--- src/rtl/cpcp_pkg.sv ---
// Package for the character pair codeword packer.
// Holds the character table, code mapping function and the job type.
// No dependencies.
package cpcp_pkg;

    localparam int CODE_W          = 6;
    localparam int WORD_W          = 2 * CODE_W;
    localparam int CHAR_W          = 8;
    localparam int TABLE_DEPTH     = 1 << CODE_W;
    localparam int CPCP_QUEUE_DEPTH = 2;

    localparam logic [CODE_W-1:0] UNKNOWN_CODE = CODE_W'(28);
    localparam logic [CODE_W-1:0] NULL_CODE    = '0;
    localparam logic [CHAR_W-1:0] NULL_CHAR    = '0;

    localparam logic [CHAR_W-1:0] CHAR_TABLE [TABLE_DEPTH] = '{
        8'h00, 8'h08, 8'h0d, 8'h20, 8'h21, 8'h22, 8'h27, 8'h28,
        8'h29, 8'h2a, 8'h2b, 8'h2c, 8'h2d, 8'h2e, 8'h2f, 8'h30,
        8'h31, 8'h32, 8'h33, 8'h34, 8'h35, 8'h36, 8'h37, 8'h38,
        8'h39, 8'h3a, 8'h3b, 8'h3d, 8'h3f, 8'h40, 8'h41, 8'h42,
        8'h43, 8'h44, 8'h45, 8'h46, 8'h47, 8'h48, 8'h49, 8'h4a,
        8'h4b, 8'h4c, 8'h4d, 8'h4e, 8'h4f, 8'h50, 8'h51, 8'h52,
        8'h53, 8'h54, 8'h55, 8'h56, 8'h57, 8'h58, 8'h59, 8'h5a,
        8'h5c, 8'h5e, 8'h60, 8'h7e, 8'hff, 8'hff, 8'hff, 8'hff
    };

    // Reverse lookup, lowest matching index wins; reduces to a 256-entry ROM.
    function automatic logic [CODE_W-1:0] map_char(input logic [CHAR_W-1:0] c);
        logic [CODE_W-1:0] code;
        code = UNKNOWN_CODE;
        for (int i = TABLE_DEPTH - 1; i >= 0; i--) begin
            if (CHAR_TABLE[i] == c) begin
                code = CODE_W'(i);
            end
        end
        if (c == NULL_CHAR) begin
            code = NULL_CODE;
        end
        return code;
    endfunction

    typedef struct packed {
        logic [WORD_W-1:0] word0;
        logic [WORD_W-1:0] word1;
        logic              two;
        logic              msg_end;
    } job_t;

endpackage

--- src/rtl/cpcp_front.sv ---
// Front end: maps characters to codes, applies repeat and pad rules, pairs codes.
// Emits one job (one or two codewords) per request that completes a word.
// Depends on cpcp_pkg.
module cpcp_front (
    input  logic                          aclk,
    input  logic                          aresetn,
    input  logic [cpcp_pkg::CHAR_W-1:0]   s_char_in,
    input  logic                          s_msg_end,
    input  logic                          s_valid,
    output logic                          s_ready,
    output logic                          job_valid,
    output cpcp_pkg::job_t                job,
    input  logic                          job_ready
);
    import cpcp_pkg::*;

    logic [CODE_W-1:0] held_reg,  held_next;
    logic              phase_reg, phase_next;
    logic [CHAR_W-1:0] prev_reg,  prev_next;

    logic [CODE_W-1:0] code;
    logic              rep;
    logic [CODE_W-1:0] slot_code [3];
    logic              slot_en   [3];
    logic [1:0]        n;
    logic              accept;

    assign code   = map_char(s_char_in);
    assign rep    = (prev_reg != NULL_CHAR) && (prev_reg == s_char_in);
    assign s_ready = job_ready;
    assign accept = s_valid && s_ready;

    always_comb begin
        held_next   = held_reg;
        phase_next  = phase_reg;
        n           = '0;
        job.word0   = '0;
        job.word1   = '0;
        job.msg_end = s_msg_end;
        slot_code[0] = code;
        slot_code[1] = NULL_CODE;
        slot_code[2] = NULL_CODE;
        slot_en[0]   = 1'b1;
        slot_en[1]   = rep;
        slot_en[2]   = s_msg_end;
        for (int i = 0; i < 3; i++) begin
            if (slot_en[i] && (i != 2 || phase_next)) begin
                if (!phase_next) begin
                    held_next  = slot_code[i];
                    phase_next = 1'b1;
                end else begin
                    if (n == 2'd0) begin
                        job.word0 = {slot_code[i], held_next};
                    end else begin
                        job.word1 = {slot_code[i], held_next};
                    end
                    n          = n + 2'd1;
                    phase_next = 1'b0;
                end
            end
        end
        job.two   = (n == 2'd2);
        job_valid = s_valid && (n != 2'd0);
        prev_next = s_msg_end ? NULL_CHAR : s_char_in;
    end

    always_ff @(posedge aclk) begin
        if (!aresetn) begin
            held_reg  <= '0;
            phase_reg <= 1'b0;
            prev_reg  <= '0;
        end else if (accept) begin
            held_reg  <= held_next;
            phase_reg <= phase_next;
            prev_reg  <= prev_next;
        end
    end

endmodule

--- src/rtl/cpcp_queue.sv ---
// Short job queue between front and back ends.
// Depends on cpcp_pkg.
module cpcp_queue #(
    parameter int DEPTH = cpcp_pkg::CPCP_QUEUE_DEPTH
) (
    input  logic            aclk,
    input  logic            aresetn,
    input  logic            in_valid,
    output logic            in_ready,
    input  cpcp_pkg::job_t  in_job,
    output logic            out_valid,
    input  logic            out_ready,
    output cpcp_pkg::job_t  out_job
);
    import cpcp_pkg::*;

    localparam int PTR_W = (DEPTH > 1) ? $clog2(DEPTH) : 1;
    localparam int CNT_W = $clog2(DEPTH + 1);

    job_t             mem [DEPTH];
    logic [PTR_W-1:0] wr_ptr_reg, wr_ptr_next;
    logic [PTR_W-1:0] rd_ptr_reg, rd_ptr_next;
    logic [CNT_W-1:0] count_reg,  count_next;
    logic             push, pop;

    assign in_ready  = (count_reg != CNT_W'(DEPTH));
    assign out_valid = (count_reg != '0);
    assign out_job   = mem[rd_ptr_reg];
    assign push      = in_valid && in_ready;
    assign pop       = out_valid && out_ready;

    always_comb begin
        wr_ptr_next = wr_ptr_reg;
        rd_ptr_next = rd_ptr_reg;
        count_next  = count_reg;
        if (push) begin
            wr_ptr_next = (wr_ptr_reg == PTR_W'(DEPTH - 1)) ? '0 : wr_ptr_reg + PTR_W'(1);
        end
        if (pop) begin
            rd_ptr_next = (rd_ptr_reg == PTR_W'(DEPTH - 1)) ? '0 : rd_ptr_reg + PTR_W'(1);
        end
        if (push && !pop) begin
            count_next = count_reg + CNT_W'(1);
        end else if (pop && !push) begin
            count_next = count_reg - CNT_W'(1);
        end
    end

    always_ff @(posedge aclk) begin
        if (!aresetn) begin
            wr_ptr_reg <= '0;
            rd_ptr_reg <= '0;
            count_reg  <= '0;
        end else begin
            wr_ptr_reg <= wr_ptr_next;
            rd_ptr_reg <= rd_ptr_next;
            count_reg  <= count_next;
        end
    end

    always_ff @(posedge aclk) begin
        if (push) begin
            mem[wr_ptr_reg] <= in_job;
        end
    end

endmodule

--- src/rtl/cpcp_back.sv ---
// Back end: splits each job into codeword results in an output register.
// Depends on cpcp_pkg.
module cpcp_back (
    input  logic                          aclk,
    input  logic                          aresetn,
    input  logic                          job_valid,
    output logic                          job_ready,
    input  cpcp_pkg::job_t                job,
    output logic [cpcp_pkg::WORD_W-1:0]   m_codeword,
    output logic                          m_run_last,
    output logic                          m_message_done,
    output logic                          m_valid,
    input  logic                          m_ready
);
    import cpcp_pkg::*;

    logic              sub_reg,   sub_next;
    logic              valid_reg, valid_next;
    logic [WORD_W-1:0] word_reg;
    logic              last_reg;
    logic              done_reg;
    logic              load;
    logic              last;

    assign load      = job_valid && (!valid_reg || m_ready);
    assign last      = !job.two || sub_reg;
    assign job_ready = load && last;

    always_comb begin
        sub_next   = sub_reg;
        valid_next = valid_reg;
        if (load) begin
            valid_next = 1'b1;
            sub_next   = !last;
        end else if (m_ready) begin
            valid_next = 1'b0;
        end
    end

    always_ff @(posedge aclk) begin
        if (!aresetn) begin
            sub_reg   <= 1'b0;
            valid_reg <= 1'b0;
        end else begin
            sub_reg   <= sub_next;
            valid_reg <= valid_next;
        end
    end

    always_ff @(posedge aclk) begin
        if (load) begin
            word_reg <= sub_reg ? job.word1 : job.word0;
            last_reg <= last;
            done_reg <= last && job.msg_end;
        end
    end

    assign m_valid        = valid_reg;
    assign m_codeword     = word_reg;
    assign m_run_last     = last_reg;
    assign m_message_done = done_reg;

endmodule

--- src/rtl/char_pair_codeword_packer_core.sv ---
// Channel   Dir  Ports                                         Request
// s_        in   s_char_in[7:0] s_msg_end s_valid s_ready       one character
// m_        out  m_codeword[11:0] m_run_last m_message_done     one codeword
//                m_valid m_ready
// Each character yields 0, 1 or 2 codewords; they leave the output
// register one per cycle while m_ready is high, and new characters are taken while the queue has room.
// The first codeword of a character is written into the job queue, then loaded into the output register.
// aresetn is synchronous, active low; it clears pairing state, queue and output.
// s_ready drops only when the job queue is full; m_ready low stalls the back end, which can fill the queue.
// Top level: front end, job queue, back end. Depends on cpcp_pkg.
module char_pair_codeword_packer_core #(
    parameter int QUEUE_DEPTH = cpcp_pkg::CPCP_QUEUE_DEPTH
) (
    input  logic                          aclk,
    input  logic                          aresetn,
    input  logic [cpcp_pkg::CHAR_W-1:0]   s_char_in,
    input  logic                          s_msg_end,
    input  logic                          s_valid,
    output logic                          s_ready,
    output logic [cpcp_pkg::WORD_W-1:0]   m_codeword,
    output logic                          m_run_last,
    output logic                          m_message_done,
    output logic                          m_valid,
    input  logic                          m_ready
);
    import cpcp_pkg::*;

    logic fq_valid, fq_ready;
    job_t fq_job;
    logic qb_valid, qb_ready;
    job_t qb_job;

    cpcp_front u_front (
        .aclk      (aclk),
        .aresetn   (aresetn),
        .s_char_in (s_char_in),
        .s_msg_end (s_msg_end),
        .s_valid   (s_valid),
        .s_ready   (s_ready),
        .job_valid (fq_valid),
        .job       (fq_job),
        .job_ready (fq_ready)
    );

    cpcp_queue #(.DEPTH(QUEUE_DEPTH)) u_queue (
        .aclk      (aclk),
        .aresetn   (aresetn),
        .in_valid  (fq_valid),
        .in_ready  (fq_ready),
        .in_job    (fq_job),
        .out_valid (qb_valid),
        .out_ready (qb_ready),
        .out_job   (qb_job)
    );

    cpcp_back u_back (
        .aclk           (aclk),
        .aresetn        (aresetn),
        .job_valid      (qb_valid),
        .job_ready      (qb_ready),
        .job            (qb_job),
        .m_codeword     (m_codeword),
        .m_run_last     (m_run_last),
        .m_message_done (m_message_done),
        .m_valid        (m_valid),
        .m_ready        (m_ready)
    );

endmodule

--- config.mk ---
export PLATFORM = sky130hd
export DESIGN_NAME = char_pair_codeword_packer_core
export DESIGN_NICKNAME = d
export VERILOG_FILES = /design/src/rtl/cpcp_pkg.sv /design/src/rtl/cpcp_front.sv /design/src/rtl/cpcp_queue.sv /design/src/rtl/cpcp_back.sv /design/src/rtl/char_pair_codeword_packer_core.sv
export SDC_FILE = /design/constraint.sdc
export NUM_CORES = 1
export LEC_CHECK = 0
export BUFFER_PORTS_ARGS = -buffer_cell sky130_fd_sc_hd__buf_4
export CAP_MARGIN = 20
export CORE_MARGIN = 3
export CORE_UTILIZATION = 52
export DETAILED_ROUTE_END_ITERATION = 16
export PLACE_DENSITY = 0.7
export SLEW_MARGIN = 25
export SYNTH_ARGS = -nofsm -noshare
export SYNTH_HDL_FRONTEND = slang
export SYNTH_SLANG_ARGS = --single-unit
--- constraint.sdc ---
create_clock -name aclk -period 4.1 [get_ports aclk]
set_input_delay 0 -clock aclk [delete_from_list [all_inputs] [get_ports aclk]]
set_output_delay 0 -clock aclk [all_outputs]
set_load 0.05 [all_outputs]
# [Yosys cells after proc, flatten, opt, wreduce, memory -nomap -nowiden]
# Memory sizes are Yosys's and may differ from the RTL's. A register that Yosys moved wholly into a read port is not among the register bits.
# Cells that the tools add are included.
[word_totals] mem_bits_rw=52 register_bits=35 output_inout_bits=16 inputBits=13 memories=1 word_cells=204
[op_classes] addsub=6 n_eq_ne=63 muxes=97 reduce_logical=26
[memory_table] memory="u_queue.mem" words=2 width=26 read_ports=1 rd_clocked_by_memory_dff=1 wr=1 line_no="cpcp_queue.sv:20" source="job_t mem [DEPTH];"
[ops] op="6-bit two-way mux" n=66
[ops] op="7-bit by 8-bit equality test with 1-bit output (first input constant)" n=31
[ops] op="6-bit by 8-bit equality test with 1-bit output (first input constant)" n=26
[ops] op="24-bit two-way mux" n=5
[ops] op="12-bit two-way mux" n=5
[ops] op="4-bit by 8-bit equality test with 1-bit output (first input constant)" n=2
[ops] op="1-bit two-way mux" n=14
[ops] op="2-bit two-way mux" n=6
[ops] op="1-bit logical AND" n=11
[ops] op="8-bit equality test" n=1
[ops] op="8-bit equality test (first input constant)" n=1
[ops] op="8-bit zero test" n=1
[ops] op="8-bit two-way mux" n=1
[ops] op="2-bit nonzero test" n=4
[ops] op="8-bit nonzero test" n=1
[ops] op="1-bit zero test" n=5
[ops] op="2-bit by 1-bit adder with 2-bit output (second input constant)" n=2
[ops] op="2-bit zero test" n=2
[ops] op="1-bit adder (second input constant)" n=2
[ops] op="1-bit by 1-bit adder with 2-bit output (second input constant)" n=1
[ops] op="2-bit equality test (second input constant)" n=1
[ops] op="1-bit logical OR" n=2
[ops] op="2-bit inequality test (second input constant)" n=1
[ops] op="2-bit by 1-bit subtractor with 2-bit output (second input constant)" n=1

# [Logic depth before layout (Yosys ltp)]
[depth] word_depth=69 ltp_mapped=14 ltp_nobuf=12

# [Hierarchy]
# A second synthesis with hierarchy kept.
[hier_totals] hier_cells=393 hier_area_um2=4554.4
[modules_own_cells] module="cpcp_queue" n_inst=1 area_per_inst_um2=2112.0 cells_each=105 seq_area_each_um2=1661.6
[modules_own_cells] module="cpcp_front" n_inst=1 area_per_inst_um2=1773.0 cells_each=247 seq_area_each_um2=300.3
[modules_own_cells] module="cpcp_back" n_inst=1 area_per_inst_um2=669.4 cells_each=41 seq_area_each_um2=460.4

# [Worst setup path before layout]
# OpenSTA, ideal clock, no wires.
[synth_path] kind="reg-to-reg" startpoint="register u_front.prev_reg[7]" endpoint="memory u_queue.mem[0][0] in the netlist's numbering, enable pin" t_required_ns=3.700 setup_ns=0.400 synth_period_minus_slack_ns=3.479 path_buffers=1 t_arrival_ns=3.079 path_stages_with_launch=10 setup_slack_ns=0.621 path_cell_list="dfxtp_1 > xor2_1 > a2111oi_0 > o211a_1 > buf_4 > inv_1 > ha_1 > nand2b_1 > a211oi_1 > nor2b_1"
[synth_between] elab_chain_cells=11 word_cells_on_any_way=14 cone_classes="add/sub (1); eq/ne (1); mux (6); reduce/logical (6)"
[synth_lines] item="start, declared" line_no="cpcp_front.sv:19" source="logic [CHAR_W-1:0] prev_reg, prev_next;"
[synth_lines] item="start signal, assigned" line_no="cpcp_front.sv:75" source="prev_reg <= prev_next;"
[synth_lines] item="8-bit equality test / 8-bit nonzero test (equally long branches)" line_no="cpcp_front.sv:29" source="assign rep = (prev_reg != NULL_CHAR) && (prev_reg == s_char_in);"
[synth_lines] item="1-bit logical AND (*)" line_no="cpcp_front.sv:29"
[synth_lines] item="2-bit two-way mux" line_no="cpcp_front.sv:47" source="if (slot_en[i] && (i != 2 || phase_next)) begin"
[synth_lines] item="2-bit by 1-bit adder with 2-bit output" line_no="cpcp_front.sv:57" source="n = n + 2'd1;"
[synth_lines] item="2-bit two-way mux" line_no="cpcp_front.sv:48" source="if (!phase_next) begin"
[synth_lines] item="2-bit two-way mux (*)" line_no="cpcp_front.sv:47"
[synth_lines] item="2-bit nonzero test (*)" line_no="cpcp_front.sv:63" source="job_valid = s_valid && (n != 2'd0);"
[synth_lines] item="1-bit logical AND (*)" line_no="cpcp_front.sv:63"
[synth_lines] item="1-bit logical AND (*)" line_no="cpcp_queue.sv:29" source="assign push = in_valid && in_ready;"
[synth_lines] item="via u_queue.push" line_no="cpcp_queue.sv:24" source="logic push, pop;"
[synth_lines] item="1-bit two-way mux (*)" line_no="cpcp_queue.sv:62" source="if (push) begin"
[synth_lines] item="1-bit two-way mux (not written as such) (*)" line_no="cpcp_queue.sv:63" source="mem[wr_ptr_reg] <= in_job;"
[synth_lines] item="end, declared" line_no="cpcp_queue.sv:20"
# Mark *: on every way through the listed nets, which the timed path passes. The rest lies on a longest branch.

# [Worst setup path in the final report]
[layout_path] startpoint="register u_front.prev_reg[7]" endpoint="register u_queue.count_reg[1]"
[layout_between] elab_chain_cells=12 word_cells_on_any_way=17 cone_classes="add/sub (1); eq/ne (1); mux (5); reduce/logical (10)"
[layout_lines] item="8-bit equality test / 8-bit nonzero test (equally long branches)" line_no="cpcp_front.sv:29"
[layout_lines] item="1-bit logical AND (*)" line_no="cpcp_front.sv:29"
[layout_lines] item="2-bit two-way mux" line_no="cpcp_front.sv:47"
[layout_lines] item="2-bit by 1-bit adder with 2-bit output" line_no="cpcp_front.sv:57"
[layout_lines] item="2-bit two-way mux" line_no="cpcp_front.sv:48"
[layout_lines] item="2-bit two-way mux (*)" line_no="cpcp_front.sv:47"
[layout_lines] item="2-bit nonzero test (*)" line_no="cpcp_front.sv:63"
[layout_lines] item="1-bit logical AND (*)" line_no="cpcp_front.sv:63"
[layout_lines] item="1-bit logical AND (*)" line_no="cpcp_queue.sv:29"
[layout_lines] item="via u_queue.push" line_no="cpcp_queue.sv:24"
[layout_lines] item="1-bit zero test" line_no="cpcp_queue.sv:44" source="end else if (pop && !push) begin"
[layout_lines] item="1-bit logical AND" line_no="cpcp_queue.sv:44"
[layout_lines] item="2-bit nonzero test (no source line)"
[layout_lines] item="end signal, assigned" line_no="cpcp_queue.sv:57" source="count_reg <= count_next;"
[layout_lines] item="end, declared" line_no="cpcp_queue.sv:23" source="logic [CNT_W-1:0] count_reg, count_next;"
# Marks and branches as above.
# A chain may end at the register's enable or synchronous reset.

==> metrics.txt <==
Final Hold Violating Endpoints=0; largest net degree at the start of global routing=35; max reg flops=40; synthesized area per cell=10.76 um^2; Initial Utilization=0.5507; class of the worst hold path=input pin to flip-flop; number of nets in the synthesized netlist=400; number of library cell types mapped by synthesis=68; Root Driver=sky130_fd_sc_hd__clkbuf_8; CTS-repair resized insts=0; number of violations of the max-capacitance limit=0; total grt overflow=0; accumulated negative setup slack=0 ps; f_max=0.2971 GHz; pwr dens=569.7 mW/mm^2; count of TritonRoute iterations in the first routing pass=4; num rows=31; crit-path most repeated cell=sky130_fd_sc_hd__ha_1; count of endpoints failing setup in the final report=0; dominant register cell in the synthesized netlist=sky130_fd_sc_hd__edfxtp_1; number of top-level design ports=29; fraction of layout cells with a size suffix above 1=0.1775; crit path max-delay cell type=sky130_fd_sc_hd__o211a_1; wire length per cell after detailed routing=16.54 um; capturing element type of the critical path=flip-flop; number of pins with negative max-slew slack in the final report=0; sequential fraction of the synthesis area=0.5002; Yosys warning count=0; Core ar.=0.007486 mm^2; TritonCTS buffer count=9; clock tree from TritonCTS=done; run status=complete, no violations; data required time at the worst endpoint=4380 ps; vias per cell=6.022; clk slew on worst S/H paths=70 ps; final weighted congestion of routability-driven global placement=0.8919; post-detailed-route DRC marker count=0; Final #Nets=413; Peak supply drop=243.8 uV; number of antenna violations at the first check in global routing=0; half-perimeter wire length of the detailed placement result=5522 um; power after layout=2.597 mW; number of synthesized flops with an enable pin=54; share of async-settable or async-resettable flops after synthesis=0; clock tree buffer depth=2; Layout Area Growth over Synthesis=10.56%; highest cell delay on the worst timing path=450 ps; count of mapped cells out of synthesis=383; count of port buffers added during placement=28; pin slew with the least headroom to its limit=942.5 ps; biggest fanout along the worst timing path=11; worst hold slack across all endpoints=36.87 ps; number of vias after detailed routing=3,005; vertical extent of the die=95.04 um; type of origin of the critical path=flip-flop; number of flip-flops and latches in the synthesized netlist=76; n_diodes=0; number of routed nets with antenna violations=0; post-route minimum period=3366 ps; Max-Slew Margin vs Limit=0.3628; Iteration-0 DRC Markers=190; cell area after synthesis=0.004123 mm^2; clock latency on the worst-skew pair=350 ps; floorplan die area=0.009033 mm^2; wire length of the first global-routing pass=13,990 um; total routing usage reported by global routing=0.1985; TritonCTS sink count=76; ratio of final minimum period to clock period=0.8210; RSZ-0062 raised after global routing=false; maximum level of the CTS H-tree=3; Filler cells=626; number of global-route vias before repair=2,828; leakage power=1.570 nW; final wirelength=8252 um; crit path kind=flip-flop to flip-flop; skew final=6.678 ps; cell-by-cell trace of the critical path=xor2_1 > a2111oi_0 > o211a_1 > inv_1 > ha_1 > nand2b_1 > nor3b_1 > a211oi_1 > ha_1 > or3_1 > a21boi_0; Worst Path Arrival=3640 ps; floorplan die width=95.04 um
==> worst max-delay path: cells and delay by family, from the launching register on <==
kind            cells  cell delay [ps]
simple gates        3              590
compound gates      4             1370
xor+xnor            1              160
buf+inv             1              160
flops               1              340
fa+ha+maj           2              680
==> cell usage in the layout (no fill, tap or decap), drive strengths merged, types with 7 or more instances in the layout <==
| cell | n |
|---|---|
| clkbuf | 9 |
| nand3 | 11 |
| nor2b | 14 |
| dfxtp | 22 |
| mux2i | 9 |
| nand2 | 25 |
| a21oi | 28 |
| nand2b | 13 |
| nor2 | 27 |
| edfxtp | 54 |
| o22ai | 18 |
| nor3 | 10 |
| xor2 | 9 |
| buf | 32 |
| o21ai | 7 |
| nor3b | 8 |
==> synth_stat cells, types with 3 or more instances <==
master / instances / share of area
sky130_fd_sc_hd__or3_1: 3 / 0.0046
sky130_fd_sc_hd__nor3b_1: 8 / 0.015
sky130_fd_sc_hd__mux2i_1: 9 / 0.022
sky130_fd_sc_hd__buf_4: 8 / 0.015
sky130_fd_sc_hd__buf_6: 3 / 0.0082
sky130_fd_sc_hd__o31ai_1: 3 / 0.0055
sky130_fd_sc_hd__buf_2: 10 / 0.012
sky130_fd_sc_hd__and3_1: 3 / 0.0046
sky130_fd_sc_hd__xor2_1: 9 / 0.019
sky130_fd_sc_hd__a211oi_1: 6 / 0.011
sky130_fd_sc_hd__nor3_1: 10 / 0.012
sky130_fd_sc_hd__nor4_1: 4 / 0.0061
sky130_fd_sc_hd__nand2_1: 25 / 0.023
sky130_fd_sc_hd__a31oi_1: 4 / 0.0061
sky130_fd_sc_hd__a21oi_1: 26 / 0.032
sky130_fd_sc_hd__xnor2_1: 4 / 0.0085
sky130_fd_sc_hd__o21ai_0: 5 / 0.0061
sky130_fd_sc_hd__nor2b_1: 14 / 0.021
sky130_fd_sc_hd__ha_1: 4 / 0.012
sky130_fd_sc_hd__dfxtp_1: 22 / 0.11
sky130_fd_sc_hd__o22ai_1: 15 / 0.023
sky130_fd_sc_hd__nand3_1: 11 / 0.013
sky130_fd_sc_hd__mux4_2: 6 / 0.033
sky130_fd_sc_hd__nor2_1: 26 / 0.024
sky130_fd_sc_hd__edfxtp_1: 54 / 0.39
sky130_fd_sc_hd__nand2b_1: 13 / 0.020
sky130_fd_sc_hd__o22ai_2: 3 / 0.0091
sky130_fd_sc_hd__inv_1: 4 / 0.0036
sky130_fd_sc_hd__nand3b_1: 3 / 0.0055
sky130_fd_sc_hd__clkbuf_1: 10 / 0.0091
sky130_fd_sc_hd__nand4_1: 4 / 0.0061
sky130_fd_sc_hd__and2_1: 6 / 0.0091
==> report_power, final <==
part	total (mW)	leakage (nW)	switching [mW]	internal, mW
Combinational	0.846	0.762	0.554	0.292
Clock	0.671	0.120	0.268	0.403
Sequential	1.08	0.688	0.0705	1.01
==> kinds of logic (layout without fill, tap and decap cells) <==
group / after synthesis / count (layout) / share of synthesized area
compound gates: 93 / 93 / 0.1569
xor+xnor: 13 / 13 / 0.02762
buf+inv: 37 / 54 / 0.04947
flops: 76 / 76 / 0.5002
fa+ha+maj: 4 / 4 / 0.01214
mux: 15 / 15 / 0.05463
simple gates: 145 / 145 / 0.1991
==> final cells by class <==
class | instances | area (um^2) | share of cell area
multi-input combinational | 270 | 1857 | 0.4074
inverter | 5 | 18.77 | 0.004117
sequential | 76 | 2062 | 0.4524
clock buffer | 9 | 123.9 | 0.02718
timing repair buffer | 34 | 260.3 | 0.05710
clock inverter | 6 | 112.6 | 0.02470
tap | 99 | 123.9 | 0.02718
==> metal layers <==
| layer | part of all wire | global-route usage |
|---|---|---|
| met5 | 0 | 0 |
| met4 | 0.0090 | 0.05048 |
| met3 | 0.041 | 0.04262 |
| met2 | 0.49 | 0.3241 |
| met1 | 0.46 | 0.2709 |
==> worst paths after layout <==
path	cells past startpoint	to	slack (ps)	from
hold reg to reg	2	u_front.held_reg[5]	480	u_front.held_reg[5]
setup / recovery	11	u_queue.count_reg[1]	730	u_front.prev_reg[7]
hold / removal	3	u_back.m_valid	40	m_ready
setup reg to reg	11	u_queue.count_reg[1]	730	u_front.prev_reg[7]
==> per-stage QoR <==
step	util	std cells	area, um^2	setup slack, ps
4_1_cts	0.6089	499	4558	720.7
3_5_place_dp	0.5746	482	4302	737.0
6_report	0.6089	499	4558	733.8
2_1_floorplan	-	383	4123	620.6
3_3_place_gp	0.5746	482	4302	863.5
5_1_grt	0.6089	499	4558	363.8
==> repair_timing <==
action | CTS | global route
hold buffers | 2 | 0
endpoints found under the hold margin | 4 | 0
setup buffers | 0 | 0
setup endpoints to repair | 0 | 0
Note: power is estimated with default switching activity, not from simulation.
